<file path="config.mk">
export PLATFORM = sky130hd
export DESIGN_NAME = deadline_sorted_sleep_queue
export DESIGN_NICKNAME = d
export VERILOG_FILES = /design/src/rtl/dssq_pkg.sv /design/src/rtl/dssq_store.sv /design/src/rtl/deadline_sorted_sleep_queue.sv
export SDC_FILE = /design/constraint.sdc
export NUM_CORES = 2
export LEC_CHECK = 0
export ABC_AREA = 1
export ABC_CLOCK_PERIOD_IN_PS = 8500
export BUFFER_PORTS_ARGS = -buffer_cell sky130_fd_sc_hd__buf_2
export CAP_MARGIN = 0
export CORE_ASPECT_RATIO = 0.9
export CORE_MARGIN = 2
export CORE_UTILIZATION = 34
export CTS_CLUSTER_DIAMETER = 40
export CTS_CLUSTER_SIZE = 20
export DETAILED_ROUTE_END_ITERATION = 10
export GPL_TIMING_DRIVEN = 0
export SYNTH_ARGS = -nofsm -noshare
export SYNTH_HDL_FRONTEND = slang
export SYNTH_SLANG_ARGS = --single-unit
</file>
<file path="constraint.sdc">
create_clock -name aclk -period 8.5 [get_ports aclk]
set_clock_uncertainty 0.15 [all_clocks]
set_input_delay 0 -clock aclk [delete_from_list [all_inputs] [get_ports aclk]]
set_output_delay 0 -clock aclk [all_outputs]
set_load 0.03 [all_outputs]
</file>
<file path="src/rtl/dssq_pkg.sv">
// Shared constants and result kinds for the deadline sorted sleep queue.
`default_nettype none

package dssq_pkg;

    // Default queue geometry
    localparam int QUEUE_DEPTH_DEF = 16;
    localparam int ID_WIDTH_DEF    = 6;

    // Fixed field widths
    localparam int DUR_WIDTH  = 32;
    localparam int TIME_WIDTH = 64;
    localparam int KIND_WIDTH = 3;

    // Request opcodes
    localparam logic OP_SLEEP = 1'b0;
    localparam logic OP_TICK  = 1'b1;

    // Result kinds
    typedef enum logic [KIND_WIDTH-1:0] {
        KIND_ACCEPT  = 3'd0,
        KIND_IGNORED = 3'd1,
        KIND_FULL    = 3'd2,
        KIND_WOKEN   = 3'd3,
        KIND_NONE    = 3'd4
    } kind_t;

endpackage

`default_nettype wire

</file>
<file path="src/rtl/dssq_store.sv">
// Entry store of the sleep queue: wake times and ids, one write and one registered read port.
`default_nettype none

module dssq_store
    import dssq_pkg::*;
#(
    parameter int QUEUE_DEPTH = QUEUE_DEPTH_DEF,
    parameter int ID_WIDTH    = ID_WIDTH_DEF,
    localparam int IW         = (QUEUE_DEPTH > 1) ? $clog2(QUEUE_DEPTH) : 1
) (
    input  wire logic                  aclk,
    input  wire logic                  wr_en,
    input  wire logic [IW-1:0]         wr_addr,
    input  wire logic [TIME_WIDTH-1:0] wr_time,
    input  wire logic [ID_WIDTH-1:0]   wr_id,
    input  wire logic                  rd_en,
    input  wire logic [IW-1:0]         rd_addr,
    output logic      [TIME_WIDTH-1:0] rd_time,
    output logic      [ID_WIDTH-1:0]   rd_id
);

    logic [TIME_WIDTH-1:0] time_mem [QUEUE_DEPTH];
    logic [ID_WIDTH-1:0]   id_mem   [QUEUE_DEPTH];

    // Write one entry
    always_ff @(posedge aclk) begin
        if (wr_en) begin
            time_mem[wr_addr] <= wr_time;
            id_mem[wr_addr]   <= wr_id;
        end
    end

    // Registered read; data holds until the next read
    always_ff @(posedge aclk) begin
        if (rd_en) begin
            rd_time <= time_mem[rd_addr];
            rd_id   <= id_mem[rd_addr];
        end
    end

endmodule

`default_nettype wire

</file>
<file path="src/rtl/deadline_sorted_sleep_queue.sv">
// Top level of the deadline sorted sleep queue: sequencer, tick counter and result register.
//
// Usage: one input stream (s_*) carries requests, one output stream (m_*) carries
// results. s_tuser is the opcode (0 sleep, 1 tick); s_tdata holds the thread id
// and the signed 32-bit duration. Each result carries its kind in m_tuser, the
// woken id and the tick counter in m_tdata, and m_tlast on the final result of
// a request.
// Entries live in a circular store ordered by wake time. A sleep walks from the
// tail toward the head, moving each entry that wakes at or after the new one up
// one place; each moved entry passes through the single read port and the
// shared 64-bit comparator. An ignored or rejected sleep goes straight to its
// result. A tick reads and compares the head once per woken entry, and once
// more unless the queue empties; each woken entry leaves the head of the store,
// so draining costs no data movement.
// s_tready is high only while the sequencer is idle; one request is worked at a
// time. A finished result waits in the output register while the sequencer
// keeps working; when the receiver stalls with a result pending, the sequencer
// holds until the register frees.
// Reset (aresetn low, synchronous) empties the queue and clears the counter.
`default_nettype none

module deadline_sorted_sleep_queue
    import dssq_pkg::*;
#(
    parameter int QUEUE_DEPTH = QUEUE_DEPTH_DEF,
    parameter int ID_WIDTH    = ID_WIDTH_DEF,
    localparam int S_DW       = ((ID_WIDTH + DUR_WIDTH + 7) / 8) * 8,
    localparam int M_DW       = ((ID_WIDTH + TIME_WIDTH + 7) / 8) * 8
) (
    input  wire logic                  aclk,
    input  wire logic                  aresetn,
    input  wire logic                  s_tvalid,
    output logic                       s_tready,
    input  wire logic [S_DW-1:0]       s_tdata,   // sleeper_id, sleep_duration
    input  wire logic                  s_tuser,   // opcode
    output logic                       m_tvalid,
    input  wire logic                  m_tready,
    output logic      [M_DW-1:0]       m_tdata,   // woken_id, current_time
    output logic      [KIND_WIDTH-1:0] m_tuser,   // kind
    output logic                       m_tlast
);

    localparam int IW = (QUEUE_DEPTH > 1) ? $clog2(QUEUE_DEPTH) : 1;
    localparam int CW = $clog2(QUEUE_DEPTH + 1);

    typedef enum logic [2:0] {
        ST_IDLE,
        ST_SRD,
        ST_SCMP,
        ST_TRD,
        ST_TCMP,
        ST_EMIT
    } state_t;

    state_t                state_reg, state_next;
    logic [ID_WIDTH-1:0]   id_reg, id_next;
    logic [TIME_WIDTH-1:0] wake_reg, wake_next;
    logic [TIME_WIDTH-1:0] tick_reg, tick_next;
    logic [CW-1:0]         occ_reg, occ_next;
    logic [IW-1:0]         head_reg, head_next;
    logic [IW-1:0]         pos_reg, pos_next;
    logic                  pend_valid_reg, pend_valid_next;
    logic [ID_WIDTH-1:0]   pend_id_reg, pend_id_next;
    kind_t                 res_kind_reg, res_kind_next;
    logic [ID_WIDTH-1:0]   res_id_reg, res_id_next;
    logic                  m_tvalid_reg, m_tvalid_next;
    kind_t                 m_kind_reg, m_kind_next;
    logic [ID_WIDTH-1:0]   m_id_reg, m_id_next;
    logic [TIME_WIDTH-1:0] m_time_reg, m_time_next;
    logic                  m_last_reg, m_last_next;

    logic                  wr_en;
    logic [IW-1:0]         wr_addr;
    logic [TIME_WIDTH-1:0] wr_time;
    logic [ID_WIDTH-1:0]   wr_id;
    logic                  rd_en;
    logic [IW-1:0]         rd_addr;
    logic [TIME_WIDTH-1:0] rd_time;
    logic [ID_WIDTH-1:0]   rd_id;

    logic [TIME_WIDTH-1:0] cmp_a, cmp_b;
    logic                  cmp_lt;
    logic                  out_free;
    logic [ID_WIDTH-1:0]   s_id;
    logic [DUR_WIDTH-1:0]  s_dur;

    // Map a queue position to a store address
    function automatic logic [IW-1:0] phys(input logic [IW-1:0] head, input logic [IW-1:0] l);
        logic [IW:0] sum;
        sum = {1'b0, head} + {1'b0, l};
        if (sum >= (IW+1)'(QUEUE_DEPTH)) begin
            sum = sum - (IW+1)'(QUEUE_DEPTH);
        end
        return sum[IW-1:0];
    endfunction

    dssq_store #(
        .QUEUE_DEPTH (QUEUE_DEPTH),
        .ID_WIDTH    (ID_WIDTH)
    ) u_store (
        .aclk    (aclk),
        .wr_en   (wr_en),
        .wr_addr (wr_addr),
        .wr_time (wr_time),
        .wr_id   (wr_id),
        .rd_en   (rd_en),
        .rd_addr (rd_addr),
        .rd_time (rd_time),
        .rd_id   (rd_id)
    );

    assign s_id  = s_tdata[ID_WIDTH-1:0];
    assign s_dur = s_tdata[ID_WIDTH +: DUR_WIDTH];

    // Shared comparator: tick path asks tick < wake, sleep path asks stored < new
    always_comb begin
        if (state_reg == ST_TCMP) begin
            cmp_a = tick_reg;
            cmp_b = rd_time;
        end else begin
            cmp_a = rd_time;
            cmp_b = wake_reg;
        end
    end
    assign cmp_lt = cmp_a < cmp_b;

    assign out_free = !m_tvalid_reg || m_tready;

    // Sequencer
    always_comb begin
        state_next      = state_reg;
        id_next         = id_reg;
        wake_next       = wake_reg;
        tick_next       = tick_reg;
        occ_next        = occ_reg;
        head_next       = head_reg;
        pos_next        = pos_reg;
        pend_valid_next = pend_valid_reg;
        pend_id_next    = pend_id_reg;
        res_kind_next   = res_kind_reg;
        res_id_next     = res_id_reg;
        m_tvalid_next   = m_tvalid_reg;
        m_kind_next     = m_kind_reg;
        m_id_next       = m_id_reg;
        m_time_next     = m_time_reg;
        m_last_next     = m_last_reg;

        wr_en   = 1'b0;
        wr_addr = phys(head_reg, pos_reg);
        wr_time = rd_time;
        wr_id   = rd_id;
        rd_en   = 1'b0;
        rd_addr = phys(head_reg, pos_reg - IW'(1));

        // Drop a result the receiver took
        if (m_tvalid_reg && m_tready) begin
            m_tvalid_next = 1'b0;
        end

        unique case (state_reg)
            ST_IDLE: begin
                if (s_tvalid) begin
                    id_next = s_id;
                    if (s_tuser == OP_TICK) begin
                        tick_next       = tick_reg + TIME_WIDTH'(1);
                        pend_valid_next = 1'b0;
                        state_next      = ST_TRD;
                    end else if (s_dur == '0 || s_dur[DUR_WIDTH-1]) begin
                        res_kind_next = KIND_IGNORED;
                        res_id_next   = '0;
                        state_next    = ST_EMIT;
                    end else if (occ_reg == CW'(QUEUE_DEPTH)) begin
                        res_kind_next = KIND_FULL;
                        res_id_next   = '0;
                        state_next    = ST_EMIT;
                    end else begin
                        wake_next  = tick_reg + TIME_WIDTH'(s_dur);
                        pos_next   = occ_reg[IW-1:0];
                        state_next = ST_SRD;
                    end
                end
            end
            ST_SRD: begin
                if (pos_reg == '0) begin
                    // Reached the head: place the new entry
                    wr_en         = 1'b1;
                    wr_time       = wake_reg;
                    wr_id         = id_reg;
                    occ_next      = occ_reg + CW'(1);
                    res_kind_next = KIND_ACCEPT;
                    res_id_next   = '0;
                    state_next    = ST_EMIT;
                end else begin
                    rd_en      = 1'b1;
                    state_next = ST_SCMP;
                end
            end
            ST_SCMP: begin
                if (!cmp_lt) begin
                    // Stored entry wakes no earlier: move it up one place
                    wr_en      = 1'b1;
                    pos_next   = pos_reg - IW'(1);
                    state_next = ST_SRD;
                end else begin
                    wr_en         = 1'b1;
                    wr_time       = wake_reg;
                    wr_id         = id_reg;
                    occ_next      = occ_reg + CW'(1);
                    res_kind_next = KIND_ACCEPT;
                    res_id_next   = '0;
                    state_next    = ST_EMIT;
                end
            end
            ST_TRD: begin
                if (occ_reg == '0) begin
                    res_kind_next = pend_valid_reg ? KIND_WOKEN : KIND_NONE;
                    res_id_next   = pend_valid_reg ? pend_id_reg : '0;
                    state_next    = ST_EMIT;
                end else begin
                    rd_en      = 1'b1;
                    rd_addr    = head_reg;
                    state_next = ST_TCMP;
                end
            end
            ST_TCMP: begin
                if (!cmp_lt) begin
                    // Head is due: flush the previous sleeper, keep this one pending
                    if (!pend_valid_reg || out_free) begin
                        if (pend_valid_reg) begin
                            m_tvalid_next = 1'b1;
                            m_kind_next   = KIND_WOKEN;
                            m_id_next     = pend_id_reg;
                            m_time_next   = tick_reg;
                            m_last_next   = 1'b0;
                        end
                        pend_valid_next = 1'b1;
                        pend_id_next    = rd_id;
                        head_next       = (head_reg == IW'(QUEUE_DEPTH - 1)) ? '0
                                                                             : head_reg + IW'(1);
                        occ_next        = occ_reg - CW'(1);
                        state_next      = ST_TRD;
                    end
                end else begin
                    res_kind_next = pend_valid_reg ? KIND_WOKEN : KIND_NONE;
                    res_id_next   = pend_valid_reg ? pend_id_reg : '0;
                    state_next    = ST_EMIT;
                end
            end
            ST_EMIT: begin
                // Hand over the final result of the request
                if (out_free) begin
                    m_tvalid_next = 1'b1;
                    m_kind_next   = res_kind_reg;
                    m_id_next     = res_id_reg;
                    m_time_next   = tick_reg;
                    m_last_next   = 1'b1;
                    state_next    = ST_IDLE;
                end
            end
            default: begin
                state_next = ST_IDLE;
            end
        endcase
    end

    // State and registered outputs
    always_ff @(posedge aclk) begin
        if (!aresetn) begin
            state_reg      <= ST_IDLE;
            tick_reg       <= '0;
            occ_reg        <= '0;
            head_reg       <= '0;
            pend_valid_reg <= 1'b0;
            m_tvalid_reg   <= 1'b0;
        end else begin
            state_reg      <= state_next;
            tick_reg       <= tick_next;
            occ_reg        <= occ_next;
            head_reg       <= head_next;
            pend_valid_reg <= pend_valid_next;
            m_tvalid_reg   <= m_tvalid_next;
        end
        id_reg       <= id_next;
        wake_reg     <= wake_next;
        pos_reg      <= pos_next;
        pend_id_reg  <= pend_id_next;
        res_kind_reg <= res_kind_next;
        res_id_reg   <= res_id_next;
        m_kind_reg   <= m_kind_next;
        m_id_reg     <= m_id_next;
        m_time_reg   <= m_time_next;
        m_last_reg   <= m_last_next;
    end

    assign s_tready = (state_reg == ST_IDLE);
    assign m_tvalid = m_tvalid_reg;
    assign m_tdata  = M_DW'({m_time_reg, m_id_reg});
    assign m_tuser  = m_kind_reg;
    assign m_tlast  = m_last_reg;

endmodule

`default_nettype wire

</file>
==> metrics.txt <==
Final Cycle Share 0.814; Max Fclk 144 MHz; Initial DRT Pass Iterations 7; Core ar. roughly 180000 µm²; Die X-Extent between 400 and 500 µm; Final setup viols 0; EDFF count, synth approximately 1400; CP max FO 16; Worst path slowest cell nand2_1; FF+latch count, synth approximately 1400; CP top delay family simple AND/OR/NAND/NOR gates; syn avg cell area between 10 and 15 µm²; area fraction of the dominant cell type after synthesis 0.664; # nets final between 5000 and 6000; first-pass GRT wire length about 300 mm; CP Cell Sequence nor2_4, nand2_2, clkinv_1, clkbuf_1, clkbuf_1, nand2_1, o21ai_0, ha_1, a21oi_1, o21ai_0, a21oi_1, o21a_1, nor2_1, nor2_1, nand3_1, nand2_2, buf_2, buf_2, nand2_1, nand2_1; WHS around 0.083 ns; PwrDens around 440 nW/µm²; H-tree levels 4; xor-xnor portion of the synthesized cell area 0.0139; post-synthesis adder-cell area fraction 0.0225; CP arrival just over 7 ns; post-CTS setup buffers 0; max-cap violation count 0; Die Area roughly 180000 µm²; Post-Syn Instances between 5000 and 6000; crit-path most repeated cell nand2_1; Worst Max-Slew Pin Slew between 1 and 1.5 ns; met2 WL post-DR approximately 93 mm; largest register by flop count u_store.time_mem; Compound-Gate Fraction of Synth Area 0.129; DRT iter0 DRCs 6527; sequential fraction of the synthesis area 0.690; number of global-route vias before repair between 40000 and 50000; worst hold path type input port to flop; routed wl met3 between 20 and 25 mm; Tmin final 6.92 ns; Starting Density 0.343; Ant. Diodes 0; CP bufs+invs 5; outcome completed; Longest Clk Path Bufs 3; metal1 wirelength ~90 mm; chip height just over 400 µm; WS Path Type flop to flop; Skew-Pair Late Insertion Delay approximately 0.82 ns; CTS Root Cell clkbuf_16; top flop regs u_store.time_mem: 1024 flops, u_store.id_mem: 96 flops; top cells by area, synth edfxtp_1 66%, o21ai_0 6.6%, nor2_1 4.6%, nand2_1 3.6%, o221ai_1 3.2%; share of cells above drive strength 1 0.110; ys flop type edfxtp_1; DR top layer met5; DRC Markers 0; Final GP Congestion around 0.9; Final Hold Fails 0; sequential cell area 42200 µm²; simple logic cell fraction of the synthesized area 0.108; Routed Antenna Nets 0; Area Overhead vs Synth 19.4%; number of antenna violations at the first check in global routing 11; RSZ-0062 raised after global routing false; mapped cell area 61200 µm²; CTS tree yes; Crit. End Element flop; CP Launch Type flop; Synth warnings 0; TritonCTS Sinks approximately 1400; largest net degree at the start of global routing 60; main combinational cell family by area after synthesis compound AO/OA/AOI/OAI gates; Slew HR 0.0106; maximum vdd ir drop about 280 µV; # port buffers ~120; Vias/cell ~5.6; Overall Power ~32 mW; leakage approximately 24 nW; Fillers about 17000; via count 45400; multi-input logic area around 17000 µm²; ys async rst share 0; Routed WL roughly 210 mm; mux share of post-synthesis cell area 0; I/O pins 123; Final HPWL DP between 100 and 150 mm; Core Rows between 100 and 150; Worst-path clk slew around 0.060 ns; Pins Over Slew Limit 0; post-synth top area cell edfxtp_1; total global routing overflow 0; global-route usage over all layers 0.228; Req. time, crit path a little under 9 ns; max FFs per register just over 1000; Yosys cell types 55; Post-CTS Resized 0; max incr delay on CP approximately 0.75 ns; DR WL/cell 26.2 µm; Num CTS Buffers ~170
[layout make-up]
type,instances,share of cell area
inverters,283,0.0145
flip-flops and latches,1431,0.578
multi-input cells,3160,0.233
well taps,2384,0.0408
clock inverters,127,0.0193
repair buffers,290,0.0407
plain buffers,290,0.0160
clock buffers,182,0.0584
[logic make-up (layout without fill, tap and decap cells)]
| logic type | after synthesis | count (layout) |
|---|---|---|
| AOI/OAI and AO/OA | 1345 | 1345 |
| and+or+nand+nor | 1608 | 1608 |
| DFF | 1431 | 1431 |
| adders and majority gates | 108 | 108 |
| other | 1 | 2 |
| xor gates and xnor gates | 97 | 97 |
| buffers and inverters | 573 | 1172 |
[layout by cell type, fill, tap and decap left out, types with 54 or more instances in the layout]
master	n
dfxtp_1	78
nor2_1	735
o21ai_1	54
buf_2	156
clkbuf_1	244
nand3_1	141
o211ai_1	66
edfxtp_1	1353
ha_1	105
dlygate4sd3_1	69
a21oi_1	131
clkbuf_16	168
o21ai_0	748
xor2_1	76
o22ai_1	58
inv_1	276
o221ai_1	223
nand2_1	578
[per-layer routing]
layer	GRT usage	vias to the layer above
li1	-	19900
met5	0	-
met4	0.0844	4
met1	0.321	22400
met3	0.0503	387
met2	0.345	2749
[synthesized netlist by cell type (all sizes together), types with 59 or more instances]
library cell,n
o211ai,66
a21oi,131
ha,105
inv,281
dfxtp,78
nand2,586
clkbuf,231
xor2,76
buf,59
o21ai,825
edfxtp,1353
o221ai,223
nor2,766
nand3,144
[tightest hold or removal path, delay by kind of cell]
| family | cells | cell delay, ns |
|---|---|---|
| buffers and inverters | 2 | 0.80 |
| AOI/OAI and AO/OA | 2 | 0.15 |
[where the power goes]
group	switching [mW]	internal (mW)
Combinational	11.3	3.45
Clock	3.20	4.11
Sequential	0.321	9.98
Total	14.8	17.5
[final timing paths]
check / start / end / slack (ns) / cells past startpoint
setup / recovery: state_reg[0] / u_store.id_mem[13][5] / 1.58 / 20
hold / removal: aresetn / head_reg[1] / 0.08 / 4
setup reg to reg: state_reg[0] / u_store.id_mem[13][5] / 1.58 / 20
hold reg to reg: tick_reg[32] / m_time_reg[32] / 0.28 / 0
[metrics by stage]
stage / cell area, µm² / TNS (ns) / setup slack, ns / instances / utilization
floorplan: 61200 / 0 / 2.09 / 5164 / -
global placement: 64800 / -439.87 / -1.23 / 7666 / 0.363
detailed placement: 66700 / 0 / 1.45 / 7769 / 0.373
CTS: 73000 / 0 / 1.40 / 8147 / 0.409
global route: 73000 / 0 / 1.54 / 8147 / 0.409
finish: 73000 / 0 / 1.58 / 8147 / 0.409
[timing repair]
action,in CTS,in global routing
endpoints found under the hold margin,182,0
endpoints found under the setup margin,0,0
hold buffers,69,0
No activity file was read; power rests on OpenSTA's default activity.
